[src/rtl/vqg_pkg.sv]
// Shared types, constants and helpers for the four-value group decoder.
// No dependencies; compiled first.
package vqg_pkg;

	localparam int NUM_LANES = 4;
	localparam int WORD_W    = 32;
	localparam int WIN_BYTES = 16;
	localparam int WIN_W     = WIN_BYTES * 8;
	localparam int LEN_W     = 3;
	localparam int OFF_W     = $clog2(WIN_BYTES);
	localparam int BYTES_W   = 5;
	localparam int CFG_IDX_W = 2;

	typedef logic [WORD_W-1:0]  word_t;
	typedef logic [LEN_W-1:0]   len_t;
	typedef logic [OFF_W-1:0]   off_t;
	typedef logic [BYTES_W-1:0] bytes_t;
	typedef logic [NUM_LANES-1:0][WORD_W-1:0] lane_vec_t;

	// Register index map of the config port
	typedef enum logic [CFG_IDX_W-1:0] {
		CFG_LENGTH_MODE = 2'd0,
		CFG_ZIGZAG      = 2'd1,
		CFG_DELTA       = 2'd2,
		CFG_DELTA_START = 2'd3
	} cfg_idx_t;

	// Length modes
	localparam logic MODE_1234 = 1'b0;
	localparam logic MODE_0124 = 1'b1;

	typedef struct packed {
		logic  length_mode;
		logic  zigzag_enable;
		logic  delta_enable;
		word_t delta_start;
	} cfg_t;

	// One decoded group on its way from the lanes to the merge stage
	typedef struct packed {
		lane_vec_t vals;
		bytes_t    bytes_used;
		logic      restart;
	} grp_t;

	// Byte count of one value from its 2-bit length code
	function automatic len_t byte_count(input logic mode, input logic [1:0] code);
		len_t n;
		if (mode == MODE_0124) begin
			case (code)
				2'd0:    n = 3'd0;
				2'd1:    n = 3'd1;
				2'd2:    n = 3'd2;
				default: n = 3'd4;
			endcase
		end else begin
			n = len_t'(code) + 3'd1;
		end
		return n;
	endfunction

endpackage

[src/rtl/vqg_in_if.sv]
// Input channel of the group decoder: key byte, 16-byte window, restart flag.
// Depends on nothing.
interface vqg_in_if;
	logic         valid;
	logic         ready;
	logic [7:0]   key_byte;
	logic [63:0]  data_low;
	logic [63:0]  data_high;
	logic         restart;

	modport source (output valid, key_byte, data_low, data_high, restart, input ready);
	modport sink   (input valid, key_byte, data_low, data_high, restart, output ready);
endinterface

[src/rtl/vqg_out_if.sv]
// Output channel of the group decoder: four values and the bytes consumed.
// Depends on nothing.
interface vqg_out_if;
	logic         valid;
	logic         ready;
	logic [31:0]  value0;
	logic [31:0]  value1;
	logic [31:0]  value2;
	logic [31:0]  value3;
	logic [4:0]   bytes_used;

	modport source (output valid, value0, value1, value2, value3, bytes_used, input ready);
	modport sink   (input valid, value0, value1, value2, value3, bytes_used, output ready);
endinterface

[src/rtl/vqg_lane.sv]
// One decode lane: picks up to four bytes at an offset of the window,
// assembles them little-endian and applies the optional zigzag step.
// Depends on vqg_pkg.
module vqg_lane
	import vqg_pkg::*;
(
	input  logic [WIN_W-1:0] window,
	input  off_t             offset,
	input  len_t             len,
	input  logic             zigzag_enable,
	output word_t            value
);

	word_t raw;

	always_comb begin
		off_t idx;
		raw = '0;
		for (int b = 0; b < 4; b++) begin
			idx = offset + off_t'(b);
			if (len > len_t'(b))
				raw[8*b +: 8] = window[8*idx +: 8];
		end
	end

	// zigzag: (v >> 1) ^ -(v & 1)
	assign value = zigzag_enable ? ((raw >> 1) ^ {WORD_W{raw[0]}}) : raw;

endmodule

[src/rtl/vqg_merge.sv]
// Merge stage: lane prefix sums, then the running delta against the stored
// previous value, and the output register. Depends on vqg_pkg, vqg_out_if.
module vqg_merge
	import vqg_pkg::*;
(
	input  logic             clk,
	input  logic             arst_n,
	input  cfg_t             cfg,
	input  logic             grp_valid,
	input  grp_t             grp,
	output logic             grp_ready,
	vqg_out_if.source        out_ch
);

	logic      v_s2;
	grp_t      grp_s2;
	lane_vec_t sum_s2;
	lane_vec_t sum_next;
	word_t     pair01;
	word_t     pair23;

	logic      out_v_q;
	lane_vec_t val_q;
	bytes_t    bytes_q;
	word_t     prev_q;

	lane_vec_t final_vals;
	word_t     base;
	logic      ready3;
	logic      load3;

	// prefix tree, two adders deep
	assign pair01 = grp.vals[0] + grp.vals[1];
	assign pair23 = grp.vals[2] + grp.vals[3];
	always_comb begin
		sum_next[0] = grp.vals[0];
		sum_next[1] = pair01;
		sum_next[2] = pair01 + grp.vals[2];
		sum_next[3] = pair01 + pair23;
	end

	assign ready3    = !out_v_q || out_ch.ready;
	assign grp_ready = !v_s2 || ready3;
	assign load3     = v_s2 && ready3;

	always_ff @(posedge clk or negedge arst_n) begin
		if (!arst_n) begin
			v_s2 <= 1'b0;
		end else if (grp_ready) begin
			v_s2 <= grp_valid;
		end
	end

	always_ff @(posedge clk) begin
		if (grp_ready && grp_valid) begin
			grp_s2 <= grp;
			sum_s2 <= sum_next;
		end
	end

	// restart reseeds the running sum before this group
	assign base = grp_s2.restart ? cfg.delta_start : prev_q;

	always_comb begin
		for (int i = 0; i < NUM_LANES; i++)
			final_vals[i] = cfg.delta_enable ? (base + sum_s2[i]) : grp_s2.vals[i];
	end

	always_ff @(posedge clk or negedge arst_n) begin
		if (!arst_n) begin
			out_v_q <= 1'b0;
			prev_q  <= '0;
		end else begin
			if (ready3)
				out_v_q <= v_s2;
			if (load3)
				prev_q <= final_vals[NUM_LANES-1];
		end
	end

	always_ff @(posedge clk) begin
		if (load3) begin
			val_q   <= final_vals;
			bytes_q <= grp_s2.bytes_used;
		end
	end

	assign out_ch.valid      = out_v_q;
	assign out_ch.value0     = val_q[0];
	assign out_ch.value1     = val_q[1];
	assign out_ch.value2     = val_q[2];
	assign out_ch.value3     = val_q[3];
	assign out_ch.bytes_used = bytes_q;

	// previous value tracks the last value handed out
	a_prev_follows: assert property (@(posedge clk) disable iff (!arst_n)
		load3 |=> (prev_q == val_q[NUM_LANES-1]))
		else $error("previous value does not follow last output");

	// a stalled group in stage 2 is kept
	a_s2_hold: assert property (@(posedge clk) disable iff (!arst_n)
		(v_s2 && !ready3) |=> v_s2)
		else $error("stage 2 transaction lost under stall");

	// a loaded output register only appears from a full stage 2
	a_out_src: assert property (@(posedge clk) disable iff (!arst_n)
		(!out_v_q && !v_s2) |=> !out_v_q)
		else $error("output valid without source transaction");

endmodule

[src/rtl/varint_quad_group_decoder_top.sv]
// Top level of the four-value variable-length group decoder.
// Depends on vqg_pkg, vqg_in_if, vqg_out_if, vqg_lane, vqg_merge.
//
// Usage:
//   in_ch carries one group per transaction: key_byte (four 2-bit length
//   codes), a 16-byte window in data_low/data_high (byte 0 in bits 7:0) and
//   restart, which reseeds the running sum from delta_start.
//   out_ch returns one transaction per group: value0..value3 and bytes_used,
//   the number of window bytes the group consumed (0..16).
//   The config port writes length_mode, zigzag_enable, delta_enable and
//   delta_start (indexes 0..3) on any edge with cfg_we high; write only while
//   no transaction is in flight.
// Timing:
//   An accepted group passes the stage 1 register, stage 2 and the output register
//   before it is valid on out_ch. Lane decode feeds the stage 1 register at the
//   accepting edge, the prefix tree feeds stage 2, the delta add feeds the output
//   register. Throughput is one group per cycle unless out_ch stalls. The only loop
//   is the previous-value register around a single 32-bit adder in the last stage.
// Reset and stall:
//   arst_n clears all valid bits, the config registers and the previous value.
//   Each stage holds its transaction while the next is full and stalled, so
//   the input keeps accepting until all three stages are occupied.
module varint_quad_group_decoder_top
	import vqg_pkg::*;
(
	input  logic                 clk,
	input  logic                 arst_n,
	input  logic                 cfg_we,
	input  logic [CFG_IDX_W-1:0] cfg_index,
	input  logic [WORD_W-1:0]    cfg_wdata,
	vqg_in_if.sink               in_ch,
	vqg_out_if.source            out_ch
);

	cfg_t cfg_q;

	// config writes
	always_ff @(posedge clk or negedge arst_n) begin
		if (!arst_n) begin
			cfg_q <= '0;
		end else if (cfg_we) begin
			case (cfg_idx_t'(cfg_index))
				CFG_LENGTH_MODE: cfg_q.length_mode   <= cfg_wdata[0];
				CFG_ZIGZAG:      cfg_q.zigzag_enable <= cfg_wdata[0];
				CFG_DELTA:       cfg_q.delta_enable  <= cfg_wdata[0];
				CFG_DELTA_START: cfg_q.delta_start   <= cfg_wdata;
				default:         cfg_q <= cfg_q;
			endcase
		end
	end

	// lane lengths and byte offsets
	len_t              len   [NUM_LANES];
	off_t              offset[NUM_LANES];
	bytes_t            bytes_total;
	logic [WIN_W-1:0]  window;
	lane_vec_t         lane_vals;

	assign window = {in_ch.data_high, in_ch.data_low};

	always_comb begin
		bytes_t pos;
		pos = '0;
		for (int i = 0; i < NUM_LANES; i++) begin
			len[i]    = byte_count(cfg_q.length_mode, in_ch.key_byte[2*i +: 2]);
			// at most 12 before the last lane, fits the offset width
			offset[i] = pos[OFF_W-1:0];
			pos       = pos + bytes_t'(len[i]);
		end
		bytes_total = pos;
	end

	for (genvar g = 0; g < NUM_LANES; g++) begin : g_lane
		vqg_lane u_lane (
			.window        (window),
			.offset        (offset[g]),
			.len           (len[g]),
			.zigzag_enable (cfg_q.zigzag_enable),
			.value         (lane_vals[g])
		);
	end

	// stage 1 register
	logic v_s1;
	grp_t grp_s1;
	logic grp_ready;

	assign in_ch.ready = !v_s1 || grp_ready;

	always_ff @(posedge clk or negedge arst_n) begin
		if (!arst_n) begin
			v_s1 <= 1'b0;
		end else if (in_ch.ready) begin
			v_s1 <= in_ch.valid;
		end
	end

	always_ff @(posedge clk) begin
		if (in_ch.ready && in_ch.valid) begin
			grp_s1.vals       <= lane_vals;
			grp_s1.bytes_used <= bytes_total;
			grp_s1.restart    <= in_ch.restart;
		end
	end

	vqg_merge u_merge (
		.clk       (clk),
		.arst_n    (arst_n),
		.cfg       (cfg_q),
		.grp_valid (v_s1),
		.grp       (grp_s1),
		.grp_ready (grp_ready),
		.out_ch    (out_ch)
	);

	// an accepted transaction always lands in stage 1
	a_s1_fill: assert property (@(posedge clk) disable iff (!arst_n)
		(in_ch.valid && in_ch.ready) |=> v_s1)
		else $error("accepted transaction not captured in stage 1");

	// a group never consumes more than the window
	a_bytes_range: assert property (@(posedge clk) disable iff (!arst_n)
		v_s1 |-> (grp_s1.bytes_used <= bytes_t'(WIN_BYTES)))
		else $error("bytes used exceeds window size");

	// stalled stage 1 keeps its transaction
	a_s1_hold: assert property (@(posedge clk) disable iff (!arst_n)
		(v_s1 && !grp_ready) |=> (v_s1 && $stable(grp_s1)))
		else $error("stage 1 transaction changed under stall");

endmodule
[src/flat_wrapper.sv]
// flat-port wrapper written by rule: the top's interface ports become plain ports
module varint_quad_group_decoder_top_flat import vqg_pkg::*;
  (clk, arst_n, cfg_we, cfg_index, cfg_wdata, in_ch_valid, in_ch_key_byte, in_ch_data_low, in_ch_data_high, in_ch_restart, in_ch_ready, out_ch_valid, out_ch_value0, out_ch_value1, out_ch_value2, out_ch_value3, out_ch_bytes_used, out_ch_ready);
  vqg_in_if in_ch_i ();
  vqg_out_if out_ch_i ();
  input  logic clk;
  input  logic arst_n;
  input  logic cfg_we;
  input  logic [CFG_IDX_W-1:0] cfg_index;
  input  logic [WORD_W-1:0] cfg_wdata;
  input wire logic [$bits(in_ch_i.valid)-1:0] in_ch_valid;
  input wire logic [$bits(in_ch_i.key_byte)-1:0] in_ch_key_byte;
  input wire logic [$bits(in_ch_i.data_low)-1:0] in_ch_data_low;
  input wire logic [$bits(in_ch_i.data_high)-1:0] in_ch_data_high;
  input wire logic [$bits(in_ch_i.restart)-1:0] in_ch_restart;
  output wire logic [$bits(in_ch_i.ready)-1:0] in_ch_ready;
  output wire logic [$bits(out_ch_i.valid)-1:0] out_ch_valid;
  output wire logic [$bits(out_ch_i.value0)-1:0] out_ch_value0;
  output wire logic [$bits(out_ch_i.value1)-1:0] out_ch_value1;
  output wire logic [$bits(out_ch_i.value2)-1:0] out_ch_value2;
  output wire logic [$bits(out_ch_i.value3)-1:0] out_ch_value3;
  output wire logic [$bits(out_ch_i.bytes_used)-1:0] out_ch_bytes_used;
  input wire logic [$bits(out_ch_i.ready)-1:0] out_ch_ready;
  assign in_ch_i.valid = in_ch_valid;
  assign in_ch_i.key_byte = in_ch_key_byte;
  assign in_ch_i.data_low = in_ch_data_low;
  assign in_ch_i.data_high = in_ch_data_high;
  assign in_ch_i.restart = in_ch_restart;
  assign in_ch_ready = in_ch_i.ready;
  assign out_ch_valid = out_ch_i.valid;
  assign out_ch_value0 = out_ch_i.value0;
  assign out_ch_value1 = out_ch_i.value1;
  assign out_ch_value2 = out_ch_i.value2;
  assign out_ch_value3 = out_ch_i.value3;
  assign out_ch_bytes_used = out_ch_i.bytes_used;
  assign out_ch_i.ready = out_ch_ready;
  varint_quad_group_decoder_top u_core (.clk(clk), .arst_n(arst_n), .cfg_we(cfg_we), .cfg_index(cfg_index), .cfg_wdata(cfg_wdata), .in_ch(in_ch_i), .out_ch(out_ch_i));
endmodule
[config.mk]
export PLATFORM = sky130hd
export DESIGN_NAME = varint_quad_group_decoder_top_flat
export DESIGN_NICKNAME = d
export VERILOG_FILES = /design/src/rtl/vqg_pkg.sv /design/src/rtl/vqg_in_if.sv /design/src/rtl/vqg_out_if.sv /design/src/rtl/vqg_lane.sv /design/src/rtl/vqg_merge.sv /design/src/rtl/varint_quad_group_decoder_top.sv /design/src/flat_wrapper.sv
export SDC_FILE = /design/constraint.sdc
export NUM_CORES = 2
export LEC_CHECK = 0
export ABC_AREA = 0
export BUFFER_PORTS_ARGS = -buffer_cell sky130_fd_sc_hd__buf_2
export CORE_MARGIN = 1.5
export CORE_UTILIZATION = 45
export DETAILED_ROUTE_END_ITERATION = 8
export SYNTH_ARGS = -nofsm -noshare
export SYNTH_HDL_FRONTEND = slang
export SYNTH_SLANG_ARGS = --single-unit
[constraint.sdc]
create_clock -name clk -period 7.82 [get_ports clk]
set_input_delay 0.391 -clock clk [delete_from_list [all_inputs] [get_ports clk]]
set_output_delay 0.391 -clock clk [all_outputs]
set_load 0.02 [all_outputs]
==> results.py <==
metrics = {
    "die": {
        "die_y_um": 316.4,
        "initial_utilization_pct": 45.56,
        "ios": 311,
        "die_area_um2": 100100,
        "die_w_um": 316.4,
        "core_area_um2": 96990,
        "rows": 114,
    },
    "clocking": {
        "clockBufferDepth": 3,
        "clkTransAtPathRegs_ps": 60,
        "cts-buffers-inserted": 69,
        "cts_max_level": 3,
        "clk_latency_ps": 620,
        "cts_setup_buffers": 0,
        "tritoncts": "done",
        "cts_sinks": 567,
        "cts-root-buf": "clkbuf_16",
    },
    "critical_path": {
        "criticalPathCategory": "reg -> reg",
        "rr_worst_depth": 15,
        "arrival_ps": 6550,
        "end_kind": "register",
        "crit_top_cell": "buf_4",
        "worst_setup_path_start_kind": "register",
        "r2r_end": "u_core.grp_s1[112]$_DFFE_PP_",
        "required_ps": 8150,
        "cpPeakStageDelay_ps": 810,
        "critPathMaxFanout": 50,
        "crit_chain": "mux2i_4, buf_4, inv_2, ha_4, fa_2, fa_1, buf_4, ha_4, buf_4, mux4_2, mux2_2, o211ai_1, xor2_1, nand2_1, o21ai_0",
        "critPathSlowestCell": "ha_4",
        "worstReg2RegStart": "u_core.cfg_q[34]$_DFFE_PN0P_",
        "rrSetupSlack_ps": 1610,
    },
    "placement": {
        "numPortBuffers": 310,
        "gp_congestion": 0.9438,
        "placed_cells": 5233,
        "hpwl_mm": 106.2,
        "place_ws_ps": 1522,
    },
    "timing": {
        "setup-violations-final": 0,
        "relSlewSlack_pct": 26.05,
        "hold_violations": 0,
        "fmax_mhz": 161.0,
        "fin_crit_sh_pct": 79.45,
        "rsz0062_at_grt": "no",
        "finClkSkew_ps": 26.43,
        "maxSlewViolCount": 0,
        "setup_tns_ps": 0,
        "finalCriticalPeriod_ps": 6213,
        "worst_slack_ps": 1607,
        "tightestPinTransition_ps": 1078,
    },
    "grt": {
        "grt_pass1_wl_mm": 202.7,
        "antenna_found_initial": 9,
        "grt_max_degree": 123,
        "grt_pass1_vias": 31760,
        "grt_usage_pct": 27.29,
        "grt_overflow": 0,
    },
    "cells_and_area": {
        "syn2layout_area_growth_pct": 12.27,
        "final_cell_mix": "497 x edfxtp_1, 339 x nand2_1, 309 x buf_2",
        "finish.net_count": 4521,
        "drive_gt1_share_pct": 24.84,
        "fin_cells": 5389,
        "final_util_pct": 51.15,
        "mostFrequentLayoutCell": "edfxtp_1",
    },
    "power_and_ir_drop": {
        "p_per_area_nw_per_um2": 507.6,
        "p_leak_nw": 20.04,
        "max-vdd-ir-drop_uv": 275.8,
    },
    "outcome": {
        "status": "finished, final reports clean",
    },
    "synth": {
        "ys_types": 85,
        "ys_async_sr_fraction_pct": 12.35,
        "syn_area_um2": 44190,
        "ys_ff_latch": 567,
        "synth_edf_count": 497,
        "synth_ff_type": "edfxtp_1",
        "ys_seq_area_share_pct": 37.74,
        "netlist_instances": 3810,
        "avgSynthCellArea_um2": 11.60,
        "ys_warn_count": 0,
        "synth_nets": 4275,
    },
    "routing": {
        "antenna_left": 0,
        "drc_errors": 0,
        "drt_first_iter_violations": 2949,
        "viasPerCell": 6.058,
        "routedWlPerCell_um": 25.59,
        "vias": 32640,
        "finalWirelength_mm": 137.9,
        "drt_pass1_iterations": 7,
    },
    "worst_hold_path": {
        "holdPathEnd": "u_core.cfg_q[3]$_DFFE_PN0P_",
        "min_from": "cfg_wdata[3]",
        "whs_path_depth": 2,
        "hold_class": "in -> reg",
    },
    "flow_run": {
        "drv_cap": 0,
    },
}
per-stage QoR:
stage                     hold WS (ps)  instance area [um2]  power, W
after detailed placement         296.4                46990   0.02175
after floorplan                  95.41                44190   0.01770
final                            38.11                49610   0.02518
after global placement           298.3                46990   0.02161
after CTS                        1.495                49600   0.02518
after global routing             25.54                49600   0.02694
routing by layer:
| layer | part of all wire, % | GRT usage (%) | vias up | routed length (um) |
|---|---|---|---|---|
| li1 | - | - | 14870 | - |
| met1 | 43 | 38.19 | 16010 | 59110 |
| met5 | 0.020 | 0 | - | 27 |
| met3 | 8.0 | 4.094 | 268 | 11030 |
| met4 | 4.8 | 12.42 | 4 | 6683 |
| met2 | 44 | 42.00 | 1487 | 61080 |
layout make-up:
class	instances	area (um2)
flip-flops and latches	567	16680
well taps	1276	1597
inverters	246	928.4
fillers	8637	47380
clock inverters	33	316.6
repair buffers	381	2182
clock buffers	92	2011
diodes	3	7.507
multi-input cells	2791	25880
synth_stat cells (14+ instances only):
library cell | number | area [um2]
buf_1 | 35 | 131.4
nor2_1 | 179 | 671.9
o21ai_0 | 181 | 905.9
nor2b_1 | 31 | 193.9
o21bai_1 | 28 | 210.2
dfrtp_1 | 70 | 1752
mux4_2 | 301 | 6779
o211ai_1 | 48 | 360.4
o21ai_1 | 19 | 95.09
mux2i_1 | 131 | 1311
xnor2_1 | 173 | 1515
mux2_2 | 209 | 2354
ha_1 | 248 | 3103
nand3_1 | 48 | 240.2
a31oi_1 | 14 | 87.58
nand2b_1 | 22 | 137.6
buf_2 | 32 | 160.2
a211oi_1 | 20 | 150.1
edfxtp_1 | 497 | 14920
or3_1 | 16 | 100.1
nor3_1 | 34 | 170.2
clkbuf_1 | 135 | 506.7
a211o_1 | 14 | 122.6
xor2_1 | 143 | 1252
a21o_1 | 116 | 870.8
nand2_1 | 340 | 1276
inv_1 | 243 | 912.1
o21a_1 | 28 | 210.2
nand4_1 | 16 | 100.1
a21oi_1 | 220 | 1101
fa_1 | 41 | 820.8
and3_1 | 15 | 93.84
worst max path at each step:
| stage | cells past startpoint | from | slack, ps | endpoint |
|---|---|---|---|---|
| after floorplan | 21 | u_core.cfg_q[34]$_DFFE_PN0P_ | 730 | u_core.grp_s1[121]$_DFFE_PP_ |
| after global placement | 15 | u_core.cfg_q[34]$_DFFE_PN0P_ | 1610 | u_core.grp_s1[112]$_DFFE_PP_ |
| after detailed placement | 15 | u_core.cfg_q[34]$_DFFE_PN0P_ | 1520 | u_core.grp_s1[112]$_DFFE_PP_ |
| after CTS | 15 | u_core.cfg_q[34]$_DFFE_PN0P_ | 1540 | u_core.grp_s1[112]$_DFFE_PP_ |
| after global routing | 15 | u_core.cfg_q[34]$_DFFE_PN0P_ | 1210 | u_core.grp_s1[128]$_DFFE_PP_ |
| final | 15 | u_core.cfg_q[34]$_DFFE_PN0P_ | 1610 | u_core.grp_s1[112]$_DFFE_PP_ |
registers in the layout (all words and copies together), names as in the netlist:
| signal | cells |
|---|---|
| u_core.u_merge.out_ch.value2 | 32 |
| u_core.u_merge.out_ch.bytes_used | 5 |
| u_core.u_merge.out_ch.value3 | 32 |
| u_core.grp_s1 | 134 |
| u_core.u_merge.prev_q | 32 |
| u_core.u_merge.grp_s2 | 102 |
| u_core.u_merge.sum_s2 | 128 |
| u_core.u_merge.out_ch.value0 | 32 |
| u_core.u_merge.v_s2 | 1 |
| u_core.u_merge.out_ch.value1 | 32 |
| u_core.v_s1 | 1 |
| u_core.cfg_q | 35 |
| u_core.u_merge.out_ch.valid | 1 |
worst max-delay path, delay by kind of cell (launching register included):
family,cells,cell delay [ps]
buffers and inverters,4,1280
DFF,1,690
and+or+nand+nor,1,110
adders and majority gates,4,2350
AOI/OAI and AO/OA,2,310
muxes,3,1080
xor gates and xnor gates,1,100
cell families after synthesis:
logic type               after synthesis  share of synthesized area, %
buffers and inverters                452                         3.967
AND/OR/NAND/NOR                      754                         7.642
AO/OA/AOI/OAI                        779                         11.22
multiplexers                         651                         24.22
adder cells (fa/ha/maj)              289                         8.880
flip-flops                           567                         37.74
XOR/XNOR                             318                         6.337
report_power, final:
| part | total (W) | leakage [nW] | switching (W) | internal, W |
|---|---|---|---|---|
| clock network | 0.00331 | 1.14 | 0.00133 | 0.00198 |
| registers | 0.00577 | 5.67 | 0.000742 | 0.00503 |
| logic | 0.0161 | 13.2 | 0.00893 | 0.00717 |
| total | 0.0252 | 20.0 | 0.0110 | 0.0142 |
what timing repair did:
item	CTS	global route
endpoints found under the hold margin	44	0
gates resized for setup	0	0
endpoints found under the setup margin	0	0
hold buffers	28	0
Power figures use the tool's default switching activity.
